==> config.mk <==
export PLATFORM = sky130hd
export DESIGN_NAME = gsm7_septet_unpack_to_latin1
export DESIGN_NICKNAME = d
export VERILOG_FILES = /design/src/hw/rtl/gsup_pkg.sv /design/src/hw/rtl/gsup_unpack.sv /design/src/hw/rtl/gsup_outbuf.sv /design/src/hw/rtl/gsm7_septet_unpack_to_latin1.sv
export SDC_FILE = /design/constraint.sdc
export NUM_CORES = 1
export LEC_CHECK = 0
export BUFFER_PORTS_ARGS = -buffer_cell sky130_fd_sc_hd__buf_2
export CAP_MARGIN = 40
export CORE_MARGIN = 5
export CORE_UTILIZATION = 34
export CTS_CLUSTER_SIZE = 20
export DETAILED_ROUTE_END_ITERATION = 8
export GPL_TIMING_DRIVEN = 1
export HOLD_SLACK_MARGIN = 0.05
export PLACE_DENSITY = 0.54
export SLEW_MARGIN = 20
export SYNTH_ARGS = -nofsm -noshare
export SYNTH_HDL_FRONTEND = slang
export SYNTH_SLANG_ARGS = --single-unit
==> constraint.sdc <==
create_clock -name i_clk -period 5.7 [get_ports i_clk]
set_input_delay 0.285 -clock i_clk [delete_from_list [all_inputs] [get_ports i_clk]]
set_output_delay 0.285 -clock i_clk [all_outputs]
set_load 0.02 [all_outputs]
==> src/hw/rtl/gsup_pkg.sv <==
// ----------------------------------------------------------------------------
// gsup_pkg
// Shared types and the default-alphabet ROM for the septet unpacker.
// ----------------------------------------------------------------------------
package gsup_pkg;

    localparam int unsigned SeptetW = 7;
    localparam int unsigned CharW   = 8;
    localparam int unsigned ResCntW = 3;
    // Residue depth at which one octet completes two septets.
    localparam logic [ResCntW-1:0] ResFull = 3'd6;

    // Up to two characters produced by one octet; slot 0 fills first.
    typedef struct packed {
        logic [1:0]       count;
        logic [CharW-1:0] char0;
        logic             last0;
        logic [CharW-1:0] char1;
        logic             last1;
    } t_pair;

    localparam logic [CharW-1:0] AlphabetRom [128] = '{
        8'h40, 8'ha3, 8'h24, 8'ha5, 8'he8, 8'he9, 8'hf9, 8'hec,
        8'hf2, 8'hc7, 8'h0a, 8'hd8, 8'hf8, 8'h0d, 8'hc5, 8'he5,
        8'h44, 8'h5f, 8'h46, 8'h47, 8'h4c, 8'h57, 8'h50, 8'h59,
        8'h53, 8'h51, 8'h58, 8'h00, 8'hc6, 8'he6, 8'hdf, 8'hc9,
        8'h20, 8'h21, 8'h22, 8'h23, 8'ha4, 8'h25, 8'h26, 8'h27,
        8'h28, 8'h29, 8'h2a, 8'h2b, 8'h2c, 8'h2d, 8'h2e, 8'h2f,
        8'h30, 8'h31, 8'h32, 8'h33, 8'h34, 8'h35, 8'h36, 8'h37,
        8'h38, 8'h39, 8'h3a, 8'h3b, 8'h3c, 8'h3d, 8'h3e, 8'h3f,
        8'ha1, 8'h41, 8'h42, 8'h43, 8'h44, 8'h45, 8'h46, 8'h47,
        8'h48, 8'h49, 8'h4a, 8'h4b, 8'h4c, 8'h4d, 8'h4e, 8'h4f,
        8'h50, 8'h51, 8'h52, 8'h53, 8'h54, 8'h55, 8'h56, 8'h57,
        8'h58, 8'h59, 8'h5a, 8'hc4, 8'hd6, 8'hd1, 8'hdc, 8'ha7,
        8'hbf, 8'h61, 8'h62, 8'h63, 8'h64, 8'h65, 8'h66, 8'h67,
        8'h68, 8'h69, 8'h6a, 8'h6b, 8'h6c, 8'h6d, 8'h6e, 8'h6f,
        8'h70, 8'h71, 8'h72, 8'h73, 8'h74, 8'h75, 8'h76, 8'h77,
        8'h78, 8'h79, 8'h7a, 8'he4, 8'hf6, 8'hf1, 8'hfc, 8'he0
    };

    function automatic logic [CharW-1:0] alphabet_lookup(input logic [SeptetW-1:0] septet);
        alphabet_lookup = AlphabetRom[septet];
    endfunction

endpackage

==> src/hw/rtl/gsup_unpack.sv <==
// ----------------------------------------------------------------------------
// gsup_unpack
// Septet extraction, character counting and ROM mapping for one octet.
// ----------------------------------------------------------------------------
module gsup_unpack (
    input  logic                 i_clk,
    input  logic                 i_rst_n,
    input  logic                 i_accept,
    input  logic [7:0]           i_octet,
    input  logic                 i_start,
    input  logic [7:0]           i_count,
    output gsup_pkg::t_pair      o_pair
);

    logic [gsup_pkg::SeptetW-1:0] r_res_bits, n_res_bits;
    logic [gsup_pkg::ResCntW-1:0] r_res_cnt,  n_res_cnt;
    logic [7:0]                   r_emitted,  n_emitted;
    logic [7:0]                   r_expected, n_expected;

    logic [gsup_pkg::SeptetW-1:0] res_mask;
    logic [gsup_pkg::SeptetW-1:0] base_bits;
    logic [gsup_pkg::ResCntW-1:0] base_cnt;
    logic [7:0]                   base_emitted;
    logic [14:0]                  acc;
    logic                         two;
    logic                         emit0;
    logic                         emit1;
    logic [7:0]                   emitted1;

    always_comb begin
        // start clears residue and count before the octet is used
        base_bits    = i_start ? '0 : r_res_bits;
        base_cnt     = (i_start || r_res_cnt > gsup_pkg::ResFull) ? '0 : r_res_cnt;
        base_emitted = i_start ? '0 : r_emitted;
        n_expected   = i_start ? i_count : r_expected;

        res_mask = gsup_pkg::SeptetW'((8'd1 << base_cnt) - 8'd1);
        acc      = {8'h00, base_bits & res_mask} | ({7'h00, i_octet} << base_cnt);
        two      = (base_cnt == gsup_pkg::ResFull);

        emit0    = (base_emitted < n_expected);
        emitted1 = emit0 ? base_emitted + 8'd1 : base_emitted;
        emit1    = two && (emitted1 < n_expected);
        n_emitted = emit1 ? emitted1 + 8'd1 : emitted1;

        n_res_bits = two ? '0 : acc[13:7];
        n_res_cnt  = two ? '0 : base_cnt + 3'd1;

        o_pair.count = {1'b0, emit0} + {1'b0, emit1};
        o_pair.char0 = gsup_pkg::alphabet_lookup(acc[6:0]);
        o_pair.last0 = (base_emitted + 8'd1 == n_expected);
        o_pair.char1 = gsup_pkg::alphabet_lookup(acc[13:7]);
        o_pair.last1 = (emitted1 + 8'd1 == n_expected);
    end

    always_ff @(posedge i_clk) begin
        if (!i_rst_n) begin
            r_res_bits <= '0;
            r_res_cnt  <= '0;
            r_emitted  <= '0;
            r_expected <= '0;
        end else if (i_accept) begin
            r_res_bits <= n_res_bits;
            r_res_cnt  <= n_res_cnt;
            r_emitted  <= n_emitted;
            r_expected <= n_expected;
        end
    end

endmodule

==> src/hw/rtl/gsup_outbuf.sv <==
// ----------------------------------------------------------------------------
// gsup_outbuf
// Two-slot result register; drains one character per cycle while i_take is high.
// ----------------------------------------------------------------------------
module gsup_outbuf (
    input  logic                 i_clk,
    input  logic                 i_rst_n,
    input  logic                 i_load,
    input  gsup_pkg::t_pair      i_pair,
    output logic                 o_ready,
    output logic                 o_valid,
    input  logic                 i_take,
    output logic [7:0]           o_char,
    output logic                 o_last
);

    logic [1:0]      r_left, n_left;
    logic            r_head, n_head;
    gsup_pkg::t_pair r_pair;

    assign o_valid = (r_left != 2'd0);
    // take a new pair once the buffer is empty or its last entry leaves now
    assign o_ready = (r_left == 2'd0) || (r_left == 2'd1 && i_take);
    assign o_char  = r_head ? r_pair.char1 : r_pair.char0;
    assign o_last  = r_head ? r_pair.last1 : r_pair.last0;

    always_comb begin
        n_left = r_left;
        n_head = r_head;
        priority if (i_load) begin
            n_left = i_pair.count;
            n_head = 1'b0;
        end else if (i_take && o_valid) begin
            n_left = r_left - 2'd1;
            n_head = 1'b1;
        end
    end

    always_ff @(posedge i_clk) begin
        if (!i_rst_n) begin
            r_left <= '0;
            r_head <= 1'b0;
        end else begin
            r_left <= n_left;
            r_head <= n_head;
        end
    end

    always_ff @(posedge i_clk) begin
        if (i_load) begin
            r_pair <= i_pair;
        end
    end

endmodule

==> src/hw/rtl/gsm7_septet_unpack_to_latin1.sv <==
// ----------------------------------------------------------------------------
// gsm7_septet_unpack_to_latin1
// Packed GSM 7-bit user data to Latin-1 characters, one octet per request.
// ----------------------------------------------------------------------------
// Usage:
//  - Slave stream carries one packed octet per request. tuser = start of
//    message; on that request tdata[15:8] gives the character count.
//  - Master stream carries one Latin-1 character per request; tlast marks
//    the final character of the message.
//  - Latency: the first character of an octet is visible on the master side the
//    cycle after its octet is taken.
//  - Throughput: one octet per cycle while the master side takes each character.
//    An octet that completes two septets holds its two characters in the result
//    register, so the following octet is not taken until the second of them
//    leaves. The two-slot result register sets this limit.
//  - Octets past the character count (padding) yield nothing.
//  - Reset (synchronous, active low) empties the result register and
//    clears residue and counts; nothing is emitted until a start arrives.
//  - Master stall: the result register holds; the slave side keeps taking
//    octets only while the register can absorb the next result.
// ----------------------------------------------------------------------------
module gsm7_septet_unpack_to_latin1 (
    input  logic        i_clk,
    input  logic        i_rst_n,
    // slave side
    input  logic        i_s_axis_tvalid,
    output logic        o_s_axis_tready,
    input  logic [15:0] i_s_axis_tdata,   // [7:0] packed_octet, [15:8] char_count
    input  logic        i_s_axis_tuser,   // [0] start_of_message
    // master side
    output logic        o_m_axis_tvalid,
    input  logic        i_m_axis_tready,
    output logic [7:0]  o_m_axis_tdata,   // [7:0] latin1_char
    output logic        o_m_axis_tlast    // last_char
);

    logic            in_accept;
    gsup_pkg::t_pair pair;

    assign in_accept = i_s_axis_tvalid && o_s_axis_tready;

    // residue / count state and ROM mapping
    gsup_unpack u_unpack (
        .i_clk    (i_clk),
        .i_rst_n  (i_rst_n),
        .i_accept (in_accept),
        .i_octet  (i_s_axis_tdata[7:0]),
        .i_start  (i_s_axis_tuser),
        .i_count  (i_s_axis_tdata[15:8]),
        .o_pair   (pair)
    );

    // result register, up to two characters per octet
    gsup_outbuf u_outbuf (
        .i_clk    (i_clk),
        .i_rst_n  (i_rst_n),
        .i_load   (in_accept),
        .i_pair   (pair),
        .o_ready  (o_s_axis_tready),
        .o_valid  (o_m_axis_tvalid),
        .i_take   (i_m_axis_tready),
        .o_char   (o_m_axis_tdata),
        .o_last   (o_m_axis_tlast)
    );

endmodule
After elaboration in Yosys (flattened, before gate mapping)

Memories as Yosys holds them, arrays and structs flattened. A register that Yosys moved wholly into a read port is not among the register bits.
Index checks and enable logic that the tools add are counted.

Muxes and demuxes: 12
Order comparisons: 3
Reduce and logical (&&, ||, !) cells: 10
Eq/ne operators: 4
Add/subtract/negate cells: 6
Shifts and indexed selects: 2
Bitwise gates (word level): 5

Operator list:

| kind                  | count |
|---|---|
| $mux W8               | 5 |
| $add A8 B1 Y8 const B | 2 |
| $eq A8 B8 Y1          | 2 |
| $lt A8 B8 Y1          | 2 |
| $not A7 Y8            | 2 |
| $mux W7               | 2 |
| $or A7 B14 Y14        | 1 |
| $shl A8 B3 Y14        | 1 |
| $and A7 B7 Y7         | 1 |
| $shl A1 B3 Y7 const A | 1 |
| $sub A7 B1 Y7 const B | 1 |
| $mux W3               | 2 |
| $logic_and A1 B1 Y1   | 4 |
| $mux W2               | 2 |
| $reduce_bool A2 Y1    | 2 |
| $add A3 B1 Y3 const B | 1 |
| $eq A3 B3 Y1 const B  | 1 |
| $gt A3 B3 Y1 const B  | 1 |
| $add A1 B1 Y2         | 1 |
| $eq A2 B1 Y1 const B  | 1 |
| $logic_not A2 Y1      | 1 |
| $logic_or A1 B1 Y1    | 2 |
| $reduce_or A2 Y1      | 1 |
| $sub A2 B1 Y2 const B | 1 |
| other kinds (2)       | 2 |

Bits in registers: 31
Memories kept: 2
Memory bits (read-only): 2048
Output and inout bits: 11

Memory list:

| memory           | depth | width | rd ports | clocked after memory_dff | write ports | RTL line       | RTL |
|---|---|---|---|---|---|---|---|
| (name not given) | 128   | 8     | 1        | 1                        | 0           | gsup_pkg.sv:42 | `alphabet_lookup = AlphabetRom[septet];` |
| (name not given) | 128   | 8     | 1        | 1                        | 0           | gsup_pkg.sv:42 |  |

Longest topological paths before layout

Depth in word-level cells: 8
Mapped depth: 20
Gate-level depth less buffers: 17

Hierarchy

From an unflattened synthesis, not the netlist that was laid out.

Cell total of the unflattened synthesis: 681
Area total of the unflattened synthesis: 5306.3 um^2

By module, submodules not included:

| module                       | seq. area each (um^2) | instances | area an instance (um^2) | cells each |
|---|---|---|---|---|
| gsup_unpack                  | 520.5                 | 1         | 4474.3                  | 632 |
| gsup_outbuf                  | 600.6                 | 1         | 825.8                   | 48 |
| gsm7_septet_unpack_to_latin1 | 0.0                   | 1         | 6.3                     | 1 |

Least setup slack after synthesis

Ideal clock, no wire load.

Path type: input-to-reg
Start: in i_s_axis_tuser
End: reg u_unpack.r_emitted[7]
Cell stages on the path: 19
Setup time: 118 ps
Arrival time: 4462 ps
Required time: 5582 ps
Path buffers: 4
Path slack: 1119 ps
Cells stage by stage: buf_6 > buf_6 > clkbuf_1 > clkbuf_1 > mux2i_1 > ha_1 > o21ai_0 > o21bai_2 > a21oi_4 > mux2_2 > ha_1 > nor2b_1 > o21a_1 > o21ai_0 > a21o_1 > nand2_1 > nor4b_1 > xnor2_1 > o21ai_1

Longest elaborated chain between the ends: 6

RTL lines:

| element                                       | RTL line                             | RTL |
|---|---|---|
| from (decl)                                   | gsm7_septet_unpack_to_latin1.sv:29   | `input logic i_s_axis_tuser,` |
| $mux W8, on equally long branches             | gsup_unpack.sv:34, gsup_unpack.sv:35 |  |
| $add A8 B1 Y8 or $lt A8 B8 Y1 (tied branches) | gsup_unpack.sv:42, gsup_unpack.sv:41 |  |
| $mux W8                                       | gsup_unpack.sv:42                    | `emitted1 = emit0 ? base_emitted + 8'd1 : base_emitted;` |
| $lt A8 B8 Y1                                  | gsup_unpack.sv:43                    | `emit1 = two && (emitted1 < n_expected);` |
| $logic_and A1 B1 Y1                           | gsup_unpack.sv:43                    |  |
| $mux W8 *                                     | gsup_unpack.sv:44                    | `n_emitted = emit1 ? emitted1 + 8'd1 : emitted1;` |
| to (signal assigned)                          | gsup_unpack.sv:65                    | `r_emitted <= n_emitted;` |
| to (decl)                                     | gsup_unpack.sv:17                    | `logic [7:0] r_emitted, n_emitted;` |

Mark *: on every way between the ends. The rest lies on a longest branch, timed or not.
A chain may end at the register's enable or synchronous reset.

Worst setup path in the final report

Start: in i_s_axis_tuser
End: reg u_outbuf.r_left[1]

Longest elaborated chain between the ends: 7

RTL lines:

| element                                       | RTL line                             | RTL |
|---|---|---|
| $mux W8, on equally long branches             | gsup_unpack.sv:34, gsup_unpack.sv:35 |  |
| $add A8 B1 Y8 or $lt A8 B8 Y1 (tied branches) | gsup_unpack.sv:42, gsup_unpack.sv:41 |  |
| $mux W8                                       | gsup_unpack.sv:42                    |  |
| $lt A8 B8 Y1                                  | gsup_unpack.sv:43                    |  |
| $logic_and A1 B1 Y1                           | gsup_unpack.sv:43                    |  |
| $add A1 B1 Y2 *                               | gsup_unpack.sv:49                    | `o_pair.count = {1'b0, emit0} + {1'b0, emit1};` |
| $mux W2 *                                     | gsup_outbuf.sv:30                    | `priority if (i_load) begin` |
| to (signal assigned)                          | gsup_outbuf.sv:44                    | `r_left <= n_left;` |
| to (decl)                                     | gsup_outbuf.sv:17                    | `logic [1:0] r_left, n_left;` |

Marks and branches as above.

==> metrics.md <==
| Metric | Value |
|---|---|
| Worst-path maximum fanout | 37 |
| Avg Cell Area, Syn | 8.00 um^2 |
| Final GP Congestion | 0.897 |
| H-tree depth | 2 |
| Synth area leaders | dfxtp_1, edfxtp_1, ha_1 |
| First drt pass iteration count | 6 |
| Hold WC Path Type | in2reg |
| CTS resizes | 0 |
| DRT iter0 DRCs | 524 |
| Top post-synthesis cells by count | nand2_1, nor2_1, ha_1 |
| Synthesized instance count | 672 |
| CTS Root Cell | clkbuf_16 |
| Vias in the first global route | 4917 |
| Post-synth cell types | 92 |
| Initial antenna violation count | 2 |
| Setup TNS | 0 ps |
| Tot GR Track Use | 16.8% |
| FILL cells | 1655 |
| DP Area | 5680 um^2 |
| Clock Path Buffers | 2 |
| Total CTS buffers | 5 |
| Most frequent cell after synthesis | nand2_1 |
| Reg clk slew, reported paths | 70 ps |
| Yosys warnings | 0 |
| Setup ws final | 1230 ps |
| CTS tree | yes |
| VDD IR max | 136 uV |
| Final Hold Viols | 0 |
| Max_cap viols | 0 |
| Die X | 136 um |
| Unrepaired setup endpoints after global routing | false |
| LEAKAGE | 2.24 nW |
| Die Ht | 136 um |
| Crit end category | flip-flop |
| Final #Nets | 733 |
| CP arrival | 4680 ps |
| Seq/Total Area, Yosys | 20.9% |
| Slew HR | 48.3% |
| IO buf count | 31 |
| Final Cycle Share | 78.5% |
| Clk Latency, worst-skew pair | 300 ps |
| Crit path required time | 5910 ps |
| Drc violations | 0 |
| Clock Skew | 8.81 ps |
| Share of cells above drive strength 1 | 14.7% |
| Final setup fails | 0 |
| Post-Place Cells | 883 |
| WS Path Type | in2reg |
| Status | completed |
| Number of synthesized flops with an enable pin | 18 |
| Fmax | 223 MHz |
| Asr flop ratio synth | 0% |
| Synth-to-layout area growth | 8.38% |
| Synthesis-stage register bit count | 47 |
| Largest net degree at the start of global routing | 38 |
| Wirelength, routed | 15700 um |
| Reg-to-reg setup timing slack | 1310 ps |
| Reg2Reg Depth | 16 |
| DR vias/cell | 5.88 |
| Core area | 15700 um^2 |
| Synth top area share | 10.8% |
| Postcts setup bufs | 0 |
| Clock Sinks | 47 |
| Final ANT Viol Nets | 0 |
| Detailed Place HPWL | 11400 um |
| DIE AREA | 18400 um^2 |
| Effective utilization at floorplan | 34.2% |
| # IOs | 32 |
| Hold Path Sink | u_outbuf.r_left[0]$_SDFFE_PN0P_ |
| Synth Net Count | 731 |
| Hold-critical path depth | 4 |
| Non-Filler Instances | 891 |
| Wire per inst | 17.6 um |
| Crit path time final | 4470 ps |
| First-pass GRT wire length | 25300 um |
| Top FF cell, synth | dfxtp_1 |
| Pwr per Cell Area | 268 nW/um^2 |
| Fin util | 37.1% |
| Max Slew Vio Count | 0 |
| Count of hold-fix buffers inserted at cts | 0 |
| Origin of the critical flop-to-flop path | u_unpack.r_emitted[5]$_SDFFE_PN0P_ |
| Row cnt | 46 |
| Mapped cell area | 5370 um^2 |
| Startpoint types | primary input |
| Largest area contributor in the netlist | dfxtp_1 |
| Congestion Overflow GR | 0 |
| Tot Pwr | 1.56 mW |
| Diodes inserted | 0 |
| Crit Reg-Reg Endpoint | u_outbuf.r_left[1]$_SDFFE_PN0P_ |
| Hold_sp | i_s_axis_tvalid |
| Final instance area | 5820 um^2 |
| Hold Worst Slack | 383 ps |
| Pre-CTS setup slack | 915 ps |
| Worst-Margin Slew | 776 ps |
| Detailed-route via count | 5240 |
[cells by family after synthesis]
group	Yosys count	synth area share (%)
and+or+nand+nor	237	22.1
AOI/OAI and AO/OA	211	28.0
buffers and inverters	69	5.29
DFF	47	20.9
adders and majority gates	38	8.85
muxes	36	8.78
xor gates and xnor gates	34	6.10
[where the power goes]
part	total (mW)	switching [mW]	leakage (nW)	internal, mW
Combinational	0.782	0.487	1.76	0.295
Clock	0.298	0.135	0.0740	0.163
Sequential	0.483	0.0497	0.409	0.433
Total	1.56	0.672	2.24	0.891
[cell type report]
type	instances	area, um^2	share of cell area, %
repair buffers	42	238	4.08
well taps	216	270	4.64
inverters	22	82.6	1.42
clock inverters	3	18.8	0.322
flip-flops and latches	47	1120	19.3
clock buffers	5	125	2.15
multi-input cells	556	3970	68.1
[registers in the layout (all words and copies together) (netlist names)]
register	cells
u_outbuf.r_pair	18
u_unpack.r_res_cnt	3
u_outbuf.r_head	1
u_unpack.r_res_bits	7
u_outbuf.r_left	2
u_unpack.r_expected	8
u_unpack.r_emitted	8
[worst max path at each step]
stage	startpoint	endpoint
after floorplan	i_s_axis_tuser	u_unpack.r_emitted[7]$_SDFFE_PN0P_
after global placement	i_s_axis_tuser	u_unpack.r_emitted[7]$_SDFFE_PN0P_
after detailed placement	i_s_axis_tuser	u_unpack.r_emitted[7]$_SDFFE_PN0P_
after CTS	i_s_axis_tuser	u_outbuf.r_left[1]$_SDFFE_PN0P_
after global routing	i_s_axis_tuser	u_unpack.r_emitted[7]$_SDFFE_PN0P_
final	i_s_axis_tuser	u_outbuf.r_left[1]$_SDFFE_PN0P_
[metal layers]
metal	share of wire [%]	global-route usage (%)	up-vias
met5	0.089	0	-
met3	6.3	3.68	30
met4	1.6	4.09	4
li1	-	-	2525
met1	45	22.5	2513
met2	47	27.8	168
[cells in the final DEF (no fill, tap or decap), drive strengths merged, types with 15 or more instances in the layout]
cell type and n:
inv 22, o21ai 48, dfxtp 29, nand2 76
xnor2 26, edfxtp 18, mux2 16, a21oi 36
nor2 40, a211oi 15, nand3 28, buf 42
nor3 20, ha 38
[critical path: stages]
cell,delay [ps]
buf_2,520
mux2i_1,560
ha_1,340
o21ai_0,220
o21bai_2,160
a21oi_4,300
nand2_1,110
xnor2_1,450
ha_1,330
o21a_1,160
o211ai_1,210
a21o_1,110
nand2_1,180
inv_1,230
ha_1,190
a211oi_1,70
a211oi_1,240
Power figures use the tool's default switching activity.
